[src/rtl/ll1tp_pkg.sv]
package ll1tp_pkg;

  localparam int unsigned STACK_DEPTH  = 16;
  localparam int unsigned RULE_MAX_LEN = 4;
  localparam int unsigned EXPAND_LIMIT = 4 * STACK_DEPTH;
  localparam int unsigned NUM_RULES    = 6;

  localparam int unsigned CNT_W  = $clog2(STACK_DEPTH + 1);
  localparam int unsigned ADDR_W = $clog2(STACK_DEPTH);
  localparam int unsigned BUD_W  = $clog2(EXPAND_LIMIT + 1);
  localparam int unsigned K_W    = (RULE_MAX_LEN > 1) ? $clog2(RULE_MAX_LEN) : 1;

  localparam int unsigned SYM_W   = 3;
  localparam int unsigned LEN_W   = 3;
  localparam int unsigned RULE_W  = 15;
  localparam int unsigned CHAR_W  = 8;
  localparam int unsigned STAT_W  = 3;
  localparam int unsigned DEPTH_W = 5;
  localparam int unsigned ACT_W   = 2;
  localparam int unsigned IDX_W   = 3;

  typedef logic [SYM_W-1:0] sym_t;

  localparam sym_t SYM_ZERO = 3'd0;
  localparam sym_t SYM_ONE  = 3'd1;
  localparam sym_t SYM_S    = 3'd2;
  localparam sym_t SYM_A    = 3'd3;
  localparam sym_t SYM_B    = 3'd4;

  localparam logic [CHAR_W-1:0] CHAR_ZERO = 8'h30;
  localparam logic [CHAR_W-1:0] CHAR_ONE  = 8'h31;

  typedef enum logic [STAT_W-1:0] {
    STAT_BUSY     = 3'd0,
    STAT_ACCEPT   = 3'd1,
    STAT_BADCHAR  = 3'd2,
    STAT_MISMATCH = 3'd3,
    STAT_SHORT    = 3'd4,
    STAT_EMPTY    = 3'd5,
    STAT_OVERFLOW = 3'd6
  } status_e;

  typedef enum logic [ACT_W-1:0] {
    ACT_START = 2'd0,
    ACT_CHAR  = 2'd1,
    ACT_END   = 2'd2
  } action_e;

endpackage

[src/rtl/ll1_table_parser.sv]
// LL(1) table-driven recognizer, one result beat per input beat.
//
// s_axis: tuser = action (start / character / end), tdata = character byte.
// m_axis: tdata = {stack_depth, status}: the verdict and stack depth after
// the beat. cfg: one write per beat into the six rule registers; an index
// past the last rule is dropped. cfg_ready_o is always high.
//
// Start, end and unused actions go from IDLE straight to DONE. A character
// passes POP and READ for each symbol popped, each nonterminal expansion
// and the terminal that ends it, and PUSH for each symbol pushed: POP
// addresses the stack RAM, READ takes its registered read data, and PUSH
// is one RAM write.
// Only one beat is worked on at a time; the next is accepted once the
// result is in the output register, even while that result is stalled.
// A stalled m_axis holds its beat and the block waits with the next result.
//
// Reset clears the rule registers, leaves S as the only stack symbol and
// the verdict busy. No clearing pass: the bottom entry is marked as S by a
// flag until it is first written.
module ll1_table_parser (
  input  logic                                clk_i,
  input  logic                                rst_ni,
  // input stream
  input  logic                                s_axis_tvalid,
  output logic                                s_axis_tready,
  input  logic [ll1tp_pkg::CHAR_W-1:0]        s_axis_tdata,   // [7:0] input_char
  input  logic [ll1tp_pkg::ACT_W-1:0]         s_axis_tuser,   // [1:0] action
  // result stream
  output logic                                m_axis_tvalid,
  input  logic                                m_axis_tready,
  output logic [7:0]                          m_axis_tdata,   // [2:0] status, [7:3] depth
  // configuration
  input  logic                                cfg_valid_i,
  output logic                                cfg_ready_o,
  input  logic [ll1tp_pkg::IDX_W-1:0]         cfg_index_i,
  input  logic [ll1tp_pkg::RULE_W-1:0]        cfg_data_i
);

  typedef enum logic [2:0] {
    ST_IDLE,
    ST_POP,
    ST_READ,
    ST_PUSH,
    ST_DONE
  } state_e;

  localparam int unsigned CNT_W  = ll1tp_pkg::CNT_W;
  localparam int unsigned ADDR_W = ll1tp_pkg::ADDR_W;
  localparam int unsigned BUD_W  = ll1tp_pkg::BUD_W;
  localparam int unsigned K_W    = ll1tp_pkg::K_W;
  localparam int unsigned LEN_W  = ll1tp_pkg::LEN_W;
  localparam int unsigned SYM_W  = ll1tp_pkg::SYM_W;
  localparam int unsigned RULE_W = ll1tp_pkg::RULE_W;

  localparam logic [ll1tp_pkg::IDX_W-1:0] IDX_LAST = ll1tp_pkg::IDX_W'(ll1tp_pkg::NUM_RULES);

  state_e                          state_q;
  logic [CNT_W-1:0]                count_q;
  ll1tp_pkg::status_e              verdict_q;
  logic                            bottom_s_q;   // entry 0 still reads as S
  logic                            col_q;        // terminal column being consumed
  logic [BUD_W-1:0]                budget_q;
  logic [RULE_W-1:0]               cur_rule_q;
  logic [LEN_W-1:0]                len_q;
  logic [K_W-1:0]                  k_q;
  logic [ADDR_W-1:0]               rd_addr_q;
  logic [RULE_W-1:0]               rules_q [ll1tp_pkg::NUM_RULES];

  logic                            out_valid_q;
  logic [ll1tp_pkg::STAT_W-1:0]    out_status_q;
  logic [ll1tp_pkg::DEPTH_W-1:0]   out_depth_q;

  // stack RAM
  ll1tp_pkg::sym_t                 stack_mem [ll1tp_pkg::STACK_DEPTH];
  ll1tp_pkg::sym_t                 rdata_q;
  logic                            mem_we;
  logic [ADDR_W-1:0]               mem_waddr;
  ll1tp_pkg::sym_t                 mem_wdata;
  logic                            mem_re;
  logic [ADDR_W-1:0]               mem_raddr;

  logic                            in_fire;
  ll1tp_pkg::sym_t                 top_sym;
  logic                            top_is_nt;
  logic [RULE_W-1:0]               sel_rule;
  logic [LEN_W-1:0]                len_raw;
  logic [LEN_W-1:0]                len_clamp;
  logic                            push_ovf;

  assign s_axis_tready = (state_q == ST_IDLE);
  assign in_fire       = s_axis_tvalid && s_axis_tready;
  assign cfg_ready_o   = 1'b1;

  assign m_axis_tvalid = out_valid_q;
  assign m_axis_tdata  = {out_depth_q, out_status_q};

  // symbol read back from the stack; bottom entry is S until overwritten
  assign top_sym   = (bottom_s_q && (rd_addr_q == '0)) ? ll1tp_pkg::SYM_S : rdata_q;
  assign top_is_nt = (top_sym == ll1tp_pkg::SYM_S) || (top_sym == ll1tp_pkg::SYM_A) ||
                     (top_sym == ll1tp_pkg::SYM_B);

  always_comb begin
    case (top_sym)
      ll1tp_pkg::SYM_S: sel_rule = col_q ? rules_q[1] : rules_q[0];
      ll1tp_pkg::SYM_A: sel_rule = col_q ? rules_q[3] : rules_q[2];
      ll1tp_pkg::SYM_B: sel_rule = col_q ? rules_q[5] : rules_q[4];
      default:          sel_rule = '0;
    endcase
  end

  assign len_raw   = sel_rule[LEN_W-1:0];
  assign len_clamp = (len_raw > LEN_W'(ll1tp_pkg::RULE_MAX_LEN)) ?
                     LEN_W'(ll1tp_pkg::RULE_MAX_LEN) : len_raw;
  assign push_ovf  = ({1'b0, count_q} + (CNT_W+1)'(len_clamp)) >
                     (CNT_W+1)'(ll1tp_pkg::STACK_DEPTH);

  // RAM port control
  assign mem_re    = (state_q == ST_POP) && (count_q != '0);
  assign mem_raddr = ADDR_W'(count_q - CNT_W'(1));
  assign mem_we    = (state_q == ST_PUSH);
  assign mem_waddr = count_q[ADDR_W-1:0];
  assign mem_wdata = cur_rule_q[SYM_W*(int'(k_q) + 1) +: SYM_W];

  always_ff @(posedge clk_i) begin
    if (mem_we) begin
      stack_mem[mem_waddr] <= mem_wdata;
    end
    if (mem_re) begin
      rdata_q <= stack_mem[mem_raddr];
    end
  end

  always_ff @(posedge clk_i or negedge rst_ni) begin
    if (!rst_ni) begin
      state_q      <= ST_IDLE;
      count_q      <= CNT_W'(1);
      verdict_q    <= ll1tp_pkg::STAT_BUSY;
      bottom_s_q   <= 1'b1;
      col_q        <= 1'b0;
      budget_q     <= '0;
      out_valid_q  <= 1'b0;
      for (int i = 0; i < ll1tp_pkg::NUM_RULES; i++) begin
        rules_q[i] <= '0;
      end
    end else begin
      if (cfg_valid_i && (cfg_index_i < IDX_LAST)) begin
        rules_q[cfg_index_i] <= cfg_data_i;
      end

      // ST_DONE reloads the output register itself
      if (out_valid_q && m_axis_tready && (state_q != ST_DONE)) begin
        out_valid_q <= 1'b0;
      end

      case (state_q)
        ST_IDLE: begin
          if (in_fire) begin
            case (s_axis_tuser)
              ll1tp_pkg::ACT_START: begin
                count_q    <= CNT_W'(1);
                bottom_s_q <= 1'b1;
                verdict_q  <= ll1tp_pkg::STAT_BUSY;
                state_q    <= ST_DONE;
              end
              ll1tp_pkg::ACT_CHAR: begin
                if (verdict_q == ll1tp_pkg::STAT_BUSY && count_q != '0 &&
                    (s_axis_tdata == ll1tp_pkg::CHAR_ZERO ||
                     s_axis_tdata == ll1tp_pkg::CHAR_ONE)) begin
                  col_q    <= (s_axis_tdata == ll1tp_pkg::CHAR_ONE);
                  budget_q <= '0;
                  state_q  <= ST_POP;
                end else begin
                  state_q <= ST_DONE;
                  if (verdict_q == ll1tp_pkg::STAT_BUSY) begin
                    if (count_q == '0) begin
                      verdict_q <= ll1tp_pkg::STAT_EMPTY;
                    end else begin
                      verdict_q <= ll1tp_pkg::STAT_BADCHAR;
                    end
                  end
                end
              end
              ll1tp_pkg::ACT_END: begin
                state_q <= ST_DONE;
                if (verdict_q == ll1tp_pkg::STAT_BUSY) begin
                  verdict_q <= (count_q == '0) ? ll1tp_pkg::STAT_ACCEPT
                                               : ll1tp_pkg::STAT_SHORT;
                end
              end
              default: begin
                state_q <= ST_DONE;
              end
            endcase
          end
        end

        ST_POP: begin
          if (count_q == '0) begin
            verdict_q <= ll1tp_pkg::STAT_EMPTY;
            state_q   <= ST_DONE;
          end else begin
            count_q   <= count_q - CNT_W'(1);
            rd_addr_q <= mem_raddr;
            state_q   <= ST_READ;
          end
        end

        ST_READ: begin
          if (top_is_nt) begin
            if (budget_q >= BUD_W'(ll1tp_pkg::EXPAND_LIMIT) || push_ovf) begin
              verdict_q <= ll1tp_pkg::STAT_OVERFLOW;
              state_q   <= ST_DONE;
            end else begin
              budget_q   <= budget_q + BUD_W'(1);
              cur_rule_q <= sel_rule;
              len_q      <= len_clamp;
              k_q        <= '0;
              state_q    <= (len_clamp == '0) ? ST_POP : ST_PUSH;
            end
          end else begin
            if (top_sym != {{(SYM_W-1){1'b0}}, col_q}) begin
              verdict_q <= ll1tp_pkg::STAT_MISMATCH;
            end
            state_q <= ST_DONE;
          end
        end

        ST_PUSH: begin
          count_q <= count_q + CNT_W'(1);
          if (mem_waddr == '0) begin
            bottom_s_q <= 1'b0;
          end
          if (LEN_W'(k_q) + LEN_W'(1) == len_q) begin
            state_q <= ST_POP;
          end else begin
            k_q <= k_q + K_W'(1);
          end
        end

        ST_DONE: begin
          if (!out_valid_q || m_axis_tready) begin
            out_valid_q  <= 1'b1;
            out_status_q <= verdict_q;
            out_depth_q  <= ll1tp_pkg::DEPTH_W'(count_q);
            state_q      <= ST_IDLE;
          end
        end

        default: begin
          state_q <= ST_IDLE;
        end
      endcase
    end
  end

  // stack never holds more than its depth
  a_count_bound: assert property (@(posedge clk_i) disable iff (!rst_ni)
    count_q <= CNT_W'(ll1tp_pkg::STACK_DEPTH))
    else $error("stack count beyond depth");

  // a push always has room, the overflow check ran before it
  a_push_room: assert property (@(posedge clk_i) disable iff (!rst_ni)
    (state_q == ST_PUSH) |-> (count_q < CNT_W'(ll1tp_pkg::STACK_DEPTH)))
    else $error("push into a full stack");

  // read data is only used the cycle after its address was issued
  a_read_after_pop: assert property (@(posedge clk_i) disable iff (!rst_ni)
    (state_q == ST_READ) |-> ($past(state_q) == ST_POP))
    else $error("stack read data used without a pop");

  // push index stays inside the rule being pushed
  a_push_index: assert property (@(posedge clk_i) disable iff (!rst_ni)
    (state_q == ST_PUSH) |-> (LEN_W'(k_q) < len_q))
    else $error("push index past rule length");

  // a final verdict holds until the next start beat
  a_sticky: assert property (@(posedge clk_i) disable iff (!rst_ni)
    (verdict_q != ll1tp_pkg::STAT_BUSY &&
     !(in_fire && s_axis_tuser == ll1tp_pkg::ACT_START)) |=> $stable(verdict_q))
    else $error("final verdict changed without a start");

endmodule
[config.mk]
export PLATFORM = sky130hd
export DESIGN_NAME = ll1_table_parser
export DESIGN_NICKNAME = d
export VERILOG_FILES = /design/src/rtl/ll1tp_pkg.sv /design/src/rtl/ll1_table_parser.sv
export SDC_FILE = /design/constraint.sdc
export NUM_CORES = 1
export LEC_CHECK = 0
export ABC_AREA = 1
export BUFFER_PORTS_ARGS = -buffer_cell sky130_fd_sc_hd__buf_2
export CAP_MARGIN = 15
export CORE_MARGIN = 3
export CORE_UTILIZATION = 60
export DETAILED_ROUTE_END_ITERATION = 6
export GPL_TIMING_DRIVEN = 0
export PLACE_DENSITY = 0.77
export SLEW_MARGIN = 20
export SYNTH_ARGS = -nofsm -noshare
export SYNTH_HDL_FRONTEND = slang
export SYNTH_SLANG_ARGS = --single-unit
[constraint.sdc]
create_clock -name clk_i -period 10.77 [get_ports clk_i]
set_clock_uncertainty 0.05 [all_clocks]
set_input_delay 1.6155 -clock clk_i [delete_from_list [all_inputs] [get_ports clk_i]]
set_output_delay 1.6155 -clock clk_i [all_outputs]
set_load 0.05 [all_outputs]
==> results.tsv, run 1 <==
metric	value	unit
run status	completed	
Overall Power	1720	µW
Clk network pwr share	36.4	%
Final Instance Count excl. Fillers	1269	
internal portion of total power	1260	µW
max incr delay on CP	0.55	ns
actual slew at the worst max-slew pin	1.06	ns
fraction of power consumed by sequential logic	50.7	%
initial antenna violation count	0	
length of the first detailed-routing pass in iterations	7	
Buf/Inv on CP	3	
number of post-CTS setup repair buffers	0	
top-area cell type share of the netlist area	30.1	%
worst path required time	10.78	ns
final worst path period need	4.14	ns
die height	129	µm
flip-flop and latch count after synthesis	191	
maximum VDD drop	146	µV
syn_nets	1057	
largest net degree at the start of global routing	59	
post-synthesis instance total	1010	
antenna viol nets, final	0	
highest net fanout along the worst path	15	
critical path start-end classification	reg2reg	
family with the most delay on the worst path	simple AND/OR/NAND/NOR gates	
number of hold buffers added after cts	0	
Vias/cell	5.64	
setup repair after global routing missed its margin	no	
net switching share of the total power	26.9	%
share of async-settable or async-resettable flops after synthesis	58.1	%
GRT Resource Usage Total	26.2	%
Clk pin slew, worst setup/hold paths	0.07	ns
sequential cell area fraction in the yosys report	57.2	%
EDFF count, synth	80	
total clock sinks	191	
final count of negative-setup-slack endpoints	0	
cts bufs inserted	17	
number of nets in the layout	1119	
P_leak	0.00465	µW
number of placed instances, taps included	1237	
average wire per standard cell	16.5	µm
Synth area leader	sky130_fd_sc_hd__dfrtp_1	
Worst EP arrival	4.15	ns
startpoint type of the worst setup path	flop	
achievable clock frequency	242	MHz
first-iteration detailed-routing DRC count	565	
area of the placeable core	14600	µm²
grt ovf	0	
CTS Root Cell	sky130_fd_sc_hd__clkbuf_16	
# H-tree levels	4	
wire length of the first global-routing pass	33.7	mm
number of antenna diodes	0	
via count of the first global-routing pass	6743	
Psw	462	µW
mapped cell area	9050	µm²
initial standard-cell utilization of the core	61.8	%
Yosys warnings	0	
kind of end point of the critical path	flop	
power per standard cell area	170	nW/µm²
number of distinct library cells after synthesis	45	
Die X	129	µm
final worst-path setup slack	6.63	ns
gp weighted congestion	0.848	
Crit-path slowest cell	sky130_fd_sc_hd__nor2_2	
Detailed Place HPWL	14.2	mm
number of gates resized after CTS	0	
average cell area after synthesis	8.97	µm²
number of max-capacitance violations reported	0	
I/O pin total	44	
clock latency at the later pin of the worst-skew pair	0.43	ns
Post-Route Hold Slack	0.425	ns
path class of the lowest-slack min-delay path	reg2reg	
setup TNS after final layout	0	ns
I/O Buffers	42	
via count	7151	
number of endpoints with negative hold slack in the final report	0	
leading cell types by total area after synthesis	sky130_fd_sc_hd__dfrtp_1 30%, sky130_fd_sc_hd__edfxtp_1 27%, sky130_fd_sc_hd__nand2_1 14%	
die outline area	16600	µm²
slack of the worst reg-to-reg path	6.63	ns
post-route clock period utilization	38.4	%
Layout Area Growth over Synthesis	11.9	%
critical path, cell by cell	nand3_1 > buf_2 > nand4_1 > nand2_1 > nor2_1 > inv_1 > nor2_1 > ha_1 > fa_1 > or2_2 > a21oi_1 > nand3_1 > nand2_1 > nand3_4 > buf_6 > nor2_2	
Top FF cell, synth	sky130_fd_sc_hd__dfrtp_1	
DRC	0	
worst-case setup slack after placement	6.29	ns
TritonCTS clock tree	built	
Slew Limit Headroom	28.7	%
largest buffer count on any clock path	2	
Comb power frac	12.9	%
Final Max Slew Viols	0	
fraction of layout instances using a drive strength above 1	12.0	%
Placement Rows	44	
overall routed net length	20.9	mm
through the flow:
stage,utilization (%),cell area (µm²)
final,69.2,10100
after floorplan,-,9050
after global placement,64.8,9500
after detailed placement,65.2,9550
after global routing,69.2,10100
after CTS,69.1,10100
sequential cells by signal, summed over array words and instances (netlist names):
| name | flops |
|---|---|
| rules_q | 90 |
| stack_mem | 48 |
| cur_rule_q | 12 |
| budget_q | 7 |
| count_q | 5 |
| out_depth_q | 5 |
| rd_addr_q | 4 |
| len_q | 3 |
| out_status_q | 3 |
| rdata_q | 3 |
| state_q | 3 |
| verdict_q | 3 |
| k_q | 2 |
| bottom_s_q | 1 |
| col_q | 1 |
| m_axis_tvalid | 1 |
layout by cell type (no fill, tap or decap), types with 4 or more instances in the layout:
cell,count
sky130_fd_sc_hd__nor2_4,4
sky130_fd_sc_hd__nand2_1,337
sky130_fd_sc_hd__o21ai_0,134
sky130_fd_sc_hd__ha_1,13
sky130_fd_sc_hd__a22o_1,4
sky130_fd_sc_hd__o221ai_1,12
sky130_fd_sc_hd__nor3_1,4
sky130_fd_sc_hd__dfrtp_1,109
sky130_fd_sc_hd__edfxtp_1,80
sky130_fd_sc_hd__inv_1,63
sky130_fd_sc_hd__nand3_1,40
sky130_fd_sc_hd__inv_2,8
sky130_fd_sc_hd__buf_2,52
sky130_fd_sc_hd__nor2_1,82
sky130_fd_sc_hd__clkbuf_16,17
sky130_fd_sc_hd__nand2_2,7
sky130_fd_sc_hd__nand4_1,7
sky130_fd_sc_hd__clkbuf_1,28
sky130_fd_sc_hd__xor2_1,5
sky130_fd_sc_hd__buf_6,6
sky130_fd_sc_hd__clkinv_1,5
sky130_fd_sc_hd__a21oi_1,16
power groups by stage:
stage	logic (µW)	registers, µW	clock network (µW)
after floorplan	144	895	0
after global placement	213	881	0
after detailed placement	221	884	0
after CTS	222	870	626
after global routing	253	878	654
final	222	871	625
worst min-delay path: stages (launching register included):
cell	delay, ns
sky130_fd_sc_hd__dfstp_2	0.37
sky130_fd_sc_hd__inv_1	0.04
sky130_fd_sc_hd__a21oi_1	0.05
worst paths after layout:
| kind | end | from | depth (start not counted) |
|---|---|---|---|
| max | cur_rule_q[4] | bottom_s_q | 16 |
| min | bottom_s_q | bottom_s_q | 2 |
| max reg2reg | cur_rule_q[4] | bottom_s_q | 16 |
| min reg2reg | bottom_s_q | bottom_s_q | 2 |
| max in group asynchronous | rules_q[25] | rst_ni | 2 |
| min in group asynchronous | m_axis_tvalid | rst_ni | 1 |
Yosys cell counts, drive strengths merged, types with 4 or more instances:
library cell,count
o21ai,139
a22o,4
clkbuf,27
nor3,5
edfxtp,80
xor2,5
o221ai,12
ha,13
inv,71
nor2,89
a21oi,17
buf,20
or2,4
nand2,346
nand3,44
xnor2,4
nand4,7
dfrtp,109
per-layer routing:
layer  GRT usage, %  wire length, µm  vias to the layer above  part of all wire [%]
met5              0                0                        -                     0
met4           10.3              631                        0                   3.0
met3           4.57             1280                       50                   6.1
met2           43.6            10200                      272                    48
met1           34.7             8870                     3376                    42
li1               -                -                     3453                     -
layout make-up:
cell class / count / area, µm²
multi-input combinational: 700 / 3380
clock inverter: 13 / 135
tap: 184 / 230
buffer: 47 / 239
fill: 1130 / 4520
timing repair buffer: 43 / 244
clock buffer: 19 / 443
inverter: 72 / 270
sequential: 191 / 5180
cells by family after synthesis:
logic type | Yosys count | synth area share [%]
buffers and inverters | 119 | 5.62
AND/OR/NAND/NOR | 497 | 23.0
AO/OA/AOI/OAI | 179 | 11.0
other | 1 | 0.0414
flip-flops | 191 | 57.2
XOR/XNOR | 9 | 1.08
adder cells (fa/ha/maj) | 14 | 2.02
No activity file was read; power rests on OpenSTA's default activity.
==> inputs of run 2 (changes only) <==
==> constraint.sdc (replaced) <==
create_clock -name clk_i -period 4.1 [get_ports clk_i]
set_clock_uncertainty 0.05 [all_clocks]
set_input_delay 0.615 -clock clk_i [delete_from_list [all_inputs] [get_ports clk_i]]
set_output_delay 0.615 -clock clk_i [all_outputs]
set_load 0.05 [all_outputs]
==> run 2 against run 1 <==
Via count fell by 0.64%. Largest power group unchanged. Core utilization up 0.15 points. Sequential share of layout area fell by 0.11 points. Worst setup slack worse by 6.3 ns. First-iteration DRC count up 0.53%. Largest cell class unchanged. Design area is 0.21% higher. Cell count stayed put. Total power grew to 2.6 times the previous value.
==> results.tsv, run 2 (same netlist as run 1, synthesis figures left out) <==
metric	value	unit
run status	completed	
final worst-path setup slack	0.302	ns
path class of the lowest-slack min-delay path	in2async	
wire length the detailed router placed on met1	8.80	mm
Largest Register	rules_q	
Met3 Routed Length	1.30	mm
most frequent standard cell in the layout excluding fill and tap cells	sky130_fd_sc_hd__nand2_1	
Placement Rows	44	
critical path start-end classification	reg2reg	
number of endpoints with negative hold slack in the final report	0	
Crit-path slowest cell	sky130_fd_sc_hd__dfstp_2	
achievable clock frequency	263	MHz
final count of negative-setup-slack endpoints	0	
post-layout instance area	10100	µm²
number of antenna diodes	0	
initial standard-cell utilization of the core	61.8	%
I/O pin total	44	
DRC	0	
wire length of the first global-routing pass	33.8	mm
top layer in use	met4	
CTS Root Cell	sky130_fd_sc_hd__clkbuf_16	
GRT Resource Usage Total	26.3	%
setup repair after global routing missed its margin	no	
Overall Power	4500	µW
Buf/Inv on CP	4	
area of the placeable core	14600	µm²
via count of the first global-routing pass	6750	
Worst EP arrival	3.89	ns
maximum VDD drop	382	µV
startpoint type of the worst setup path	flop	
highest net fanout along the worst path	15	
Slew Limit Headroom	28.4	%
Die X	129	µm
die height	129	µm
worst-case setup slack after placement	-0.384	ns
via count	7105	
initial antenna violation count	0	
actual slew at the worst max-slew pin	1.07	ns
Final Max Slew Viols	0	
# H-tree levels	4	
Final Instance Count excl. Fillers	1269	
cts bufs inserted	17	
timing startpoint of the critical path	bottom_s_q	
area of placed instances	9550	µm²
TritonCTS clock tree	built	
power per standard cell area	444	nW/µm²
number of flip-flops under the largest register name	90	
first-iteration detailed-routing DRC count	568	
number of placed instances, taps included	1237	
largest registers	rules_q (90), stack_mem (48), cur_rule_q (12)	
critical path, cell by cell	nand3_1 > buf_2 > nand4_1 > nand2_1 > nor2_1 > inv_1 > nor2_1 > ha_1 > fa_1 > or2_2 > a21oi_1 > nand3_1 > nand2_1 > nand3_4 > buf_6 > nor2_4 > buf_12	
r2r startpoint	bottom_s_q	
family with the most delay on the worst path	simple AND/OR/NAND/NOR gates	
kind of end point of the critical path	flop	
gp weighted congestion	0.848	
final worst path period need	3.80	ns
Routed met2 length	10.3	mm
antenna viol nets, final	0	
die outline area	16600	µm²
length of the first detailed-routing pass in iterations	5	
largest buffer count on any clock path	2	
Layout Area Growth over Synthesis	12.1	%
post-route clock period utilization	92.6	%
overall routed net length	20.9	mm
grt ovf	0	
largest net degree at the start of global routing	59	
number of max-capacitance violations reported	0	
P_leak	0.00466	µW
max incr delay on CP	0.54	ns
setup TNS after final layout	0	ns
number of hold buffers added after cts	0	
Clk pin slew, worst setup/hold paths	0.07	ns
leading cell types in the layout, fill and taps excluded	337 x sky130_fd_sc_hd__nand2_1, 134 x sky130_fd_sc_hd__o21ai_0, 109 x sky130_fd_sc_hd__dfrtp_1, 82 x sky130_fd_sc_hd__nor2_1, 80 x sky130_fd_sc_hd__edfxtp_1	
Vias/cell	5.60	
number of nets in the layout	1119	
total clock sinks	191	
clock latency at the later pin of the worst-skew pair	0.43	ns
I/O Buffers	42	
Detailed Place HPWL	14.2	mm
fraction of layout instances using a drive strength above 1	12.1	%
worst path required time	4.19	ns
average wire per standard cell	16.5	µm
[run 2: cell count changes in the layout (fill, tap and decap cells not counted)]
cell	previous run	this run
sky130_fd_sc_hd__clkbuf_1	28	27
sky130_fd_sc_hd__nor2_2	3	2
sky130_fd_sc_hd__nor2_4	4	5
sky130_fd_sc_hd__buf_12	0	1
[run 2: worst register-to-register path, stage by stage, from the launching register on]
cell and delay, ns:
sky130_fd_sc_hd__dfstp_2 0.54, sky130_fd_sc_hd__nand3_1 0.16, sky130_fd_sc_hd__buf_2 0.24, sky130_fd_sc_hd__nand4_1 0.09, sky130_fd_sc_hd__nand2_1 0.05, sky130_fd_sc_hd__nor2_1 0.18, sky130_fd_sc_hd__inv_1 0.13, sky130_fd_sc_hd__nor2_1 0.18
sky130_fd_sc_hd__ha_1 0.25, sky130_fd_sc_hd__fa_1 0.41, sky130_fd_sc_hd__or2_2 0.30, sky130_fd_sc_hd__a21oi_1 0.14, sky130_fd_sc_hd__nand3_1 0.08, sky130_fd_sc_hd__nand2_1 0.13, sky130_fd_sc_hd__nand3_4 0.13, sky130_fd_sc_hd__buf_6 0.17
sky130_fd_sc_hd__nor2_4 0.12, sky130_fd_sc_hd__buf_12 0.16
[run 2: final timing paths]
| kind | endpoint | cells after the start | slack [ns] |
|---|---|---|---|
| worst max-delay path | cur_rule_q[4] | 17 | 0.30 |
| worst min-delay path | m_axis_tvalid | 1 | 0.08 |
| worst max register to register | cur_rule_q[4] | 17 | 0.30 |
| worst min register to register | bottom_s_q | 2 | 0.42 |
| max in group asynchronous | rules_q[36] | 2 | 3.26 |
| min in group clk_i | m_axis_tvalid | 2 | 0.32 |
[run 2: per-stage QoR]
stage / hold WS (ns) / util, %
after global placement: 0.407 / 64.8
after detailed placement: 0.413 / 65.2
after CTS: 0.0996 / 69.2
final: 0.0807 / 69.3
after floorplan: 0.269 / -
after global routing: 0.117 / 69.3
[run 2: routing by layer]
metal	track usage (%)	vias up
li1	-	3450
met1	34.7	3353
met2	43.6	255
met3	4.57	47
met4	10.3	0
met5	0	-
[run 2: cell type report]
cell class | instances | area [µm²]
flip-flops and latches | 191 | 5180
fillers | 1125 | 4490
multi-input cells | 700 | 3390
clock buffers | 19 | 443
inverters | 72 | 270
repair buffers | 44 | 264
plain buffers | 46 | 235
well taps | 184 | 230
clock inverters | 13 | 135
[run 2: what timing repair did]
item                       4_1_cts  5_1_grt
pin swaps                        0        1
setup buffers                    0        1
setup endpoints to repair       15       15
resized for setup                2        0
[run 2: report_power, final]
part	switching (µW)	internal (µW)
clock	718	917
combinational	385	196
sequential	103	2190
total	1210	3300
==> inputs of run 3 (changes only) <==
--- a/config.mk
+++ b/config.mk
@@ -12,6 +12,7 @@
 export CORE_UTILIZATION = 60
 export DETAILED_ROUTE_END_ITERATION = 6
 export GPL_TIMING_DRIVEN = 0
+export MAX_ROUTING_LAYER = met4
 export PLACE_DENSITY = 0.77
 export SLEW_MARGIN = 20
 export SYNTH_ARGS = -nofsm -noshare
==> run 3 against run 2 <==
Sequential share of layout area did not move. Global-route usage rose by 0.82 points. Non-clock buffer count did not move. Routed wire length rose by 0.14%. Clock power barely moved. First-iteration DRC count fell by 5.1%. Die area did not move. Flip-flop and latch count did not move.
==> results.tsv, run 3 (same netlist as run 1, synthesis figures left out) <==
metric	value	unit
length of the first detailed-routing pass in iterations	5	
path class of the lowest-slack min-delay path	in2async	
number of antenna diodes	0	
antenna viol nets, final	0	
setup repair after global routing missed its margin	no	
first-iteration detailed-routing DRC count	539	
die outline area	16600	µm²
initial standard-cell utilization of the core	61.8	%
maximum VDD drop	382	µV
power per standard cell area	444	nW/µm²
run status	completed	
number of endpoints with negative hold slack in the final report	0	
post-layout instance area	10100	µm²
area of the placeable core	14600	µm²
final count of negative-setup-slack endpoints	0	
final worst path period need	3.80	ns
overall routed net length	21.0	mm
kind of end point of the critical path	flop	
number of max-capacitance violations reported	0	
Slew Limit Headroom	29.1	%
wire length of the first global-routing pass	33.7	mm
cts bufs inserted	17	
cell depth of the worst flop-to-flop path	17	
largest net degree at the start of global routing	59	
setup TNS after final layout	0	ns
P_leak	0.00466	µW
Placement Rows	44	
# H-tree levels	4	
most frequent standard cell in the layout excluding fill and tap cells	sky130_fd_sc_hd__nand2_1	
worst-case setup slack after placement	-0.384	ns
I/O pin total	44	
number of nets in the layout	1119	
largest buffer count on any clock path	2	
Post-Route Utilization	69.3	%
initial antenna violation count	0	
worst path required time	4.19	ns
Vias/cell	5.61	
grt ovf	0	
number of flip-flops under the largest register name	90	
r2r startpoint	bottom_s_q	
total clock sinks	191	
CTS Root Cell	sky130_fd_sc_hd__clkbuf_16	
DRC	0	
max incr delay on CP	0.54	ns
actual slew at the worst max-slew pin	1.05	ns
TritonCTS clock tree	built	
critical path, cell by cell	nand3_1 > buf_2 > nand4_1 > nand2_1 > nor2_1 > inv_1 > nor2_1 > ha_1 > fa_1 > or2_2 > a21oi_1 > nand3_1 > nand2_1 > nand3_4 > buf_6 > nor2_4 > buf_12	
Clk pin slew, worst setup/hold paths	0.07	ns
I/O Buffers	42	
Detailed Place HPWL	14.2	mm
post-route clock period utilization	92.6	%
Layout Area Growth over Synthesis	12.1	%
Fillers	1125	
number of hold buffers added after cts	0	
Largest Register	rules_q	
largest registers	rules_q (90), stack_mem (48), cur_rule_q (12)	
Multi-input gate area	3390	µm²
GRT Resource Usage Total	27.1	%
fraction of layout instances using a drive strength above 1	12.1	%
highest net fanout along the worst path	15	
area of placed instances	9550	µm²
critical path start-end classification	reg2reg	
via count	7113	
timing startpoint of the critical path	bottom_s_q	
clock latency at the later pin of the worst-skew pair	0.43	ns
sequential cell area in the final layout	5180	µm²
leading cell types in the layout, fill and taps excluded	337 x sky130_fd_sc_hd__nand2_1, 134 x sky130_fd_sc_hd__o21ai_0, 109 x sky130_fd_sc_hd__dfrtp_1, 82 x sky130_fd_sc_hd__nor2_1, 80 x sky130_fd_sc_hd__edfxtp_1	
die height	129	µm
achievable clock frequency	263	MHz
gp weighted congestion	0.861	
average wire per standard cell	16.5	µm
startpoint type of the worst setup path	flop	
final worst-path setup slack	0.302	ns
Worst EP arrival	3.89	ns
Final Max Slew Viols	0	
via count of the first global-routing pass	6746	
Crit-path slowest cell	sky130_fd_sc_hd__dfstp_2	
Die X	129	µm
## run 3: cell counts in the layout (fill, tap and decap cells not counted)
No cell type changed its count.
## run 3: area by class of cell
type / instances / area share (%)
buffer: 46 / 2.32
clock inverter: 13 / 1.33
clock buffer: 19 / 4.36
multi-input combinational: 700 / 33.4
timing repair buffer: 44 / 2.60
tap: 184 / 2.27
sequential: 191 / 51.1
inverter: 72 / 2.66
## run 3: critical path, delay by kind of cell (launching register included)
kind	cells	cell delay, ns
simple gates	10	1.39
fa+ha+maj	2	0.65
buf+inv	4	0.71
flops	1	0.54
compound gates	1	0.14
## run 3: metrics by stage
stage / hold slack [ns] / total power (µW) / std cells
after floorplan: 0.269 / 2730 / 1010
after detailed placement: 0.413 / 2900 / 1237
final: 0.0833 / 4500 / 1269
after global routing: 0.117 / 4690 / 1269
after CTS: 0.0996 / 4510 / 1269
after global placement: 0.407 / 2870 / 1236
## run 3: metal layers
metal  track usage [%]  vias to the layer above  wire (µm)
met5                 -                        -          0
met4              10.0                        0        556
met3              4.48                       45       1320
met2              43.7                      237      10200
met1              34.8                     3377       8860
li1                  -                     3454          -
## run 3: repair_timing
item	CTS	global route
setup endpoints to repair	15	15
pin swaps	0	1
setup buffers	0	1
gates resized for setup	2	0
## run 3: final timing paths
check,slack (ns),to
max,0.30,len_q[1]
min reg2reg,0.42,bottom_s_q
min,0.08,m_axis_tvalid
min in group clk_i,0.32,m_axis_tvalid
max in group asynchronous,3.27,rules_q[86]
max reg2reg,0.30,len_q[1]
## run 3: power breakdown
group / internal (µW) / total [µW] / switching, µW
Clock: 917 / 1630 / 717
Combinational: 196 / 582 / 386
Sequential: 2190 / 2290 / 103
Total: 3300 / 4500 / 1210
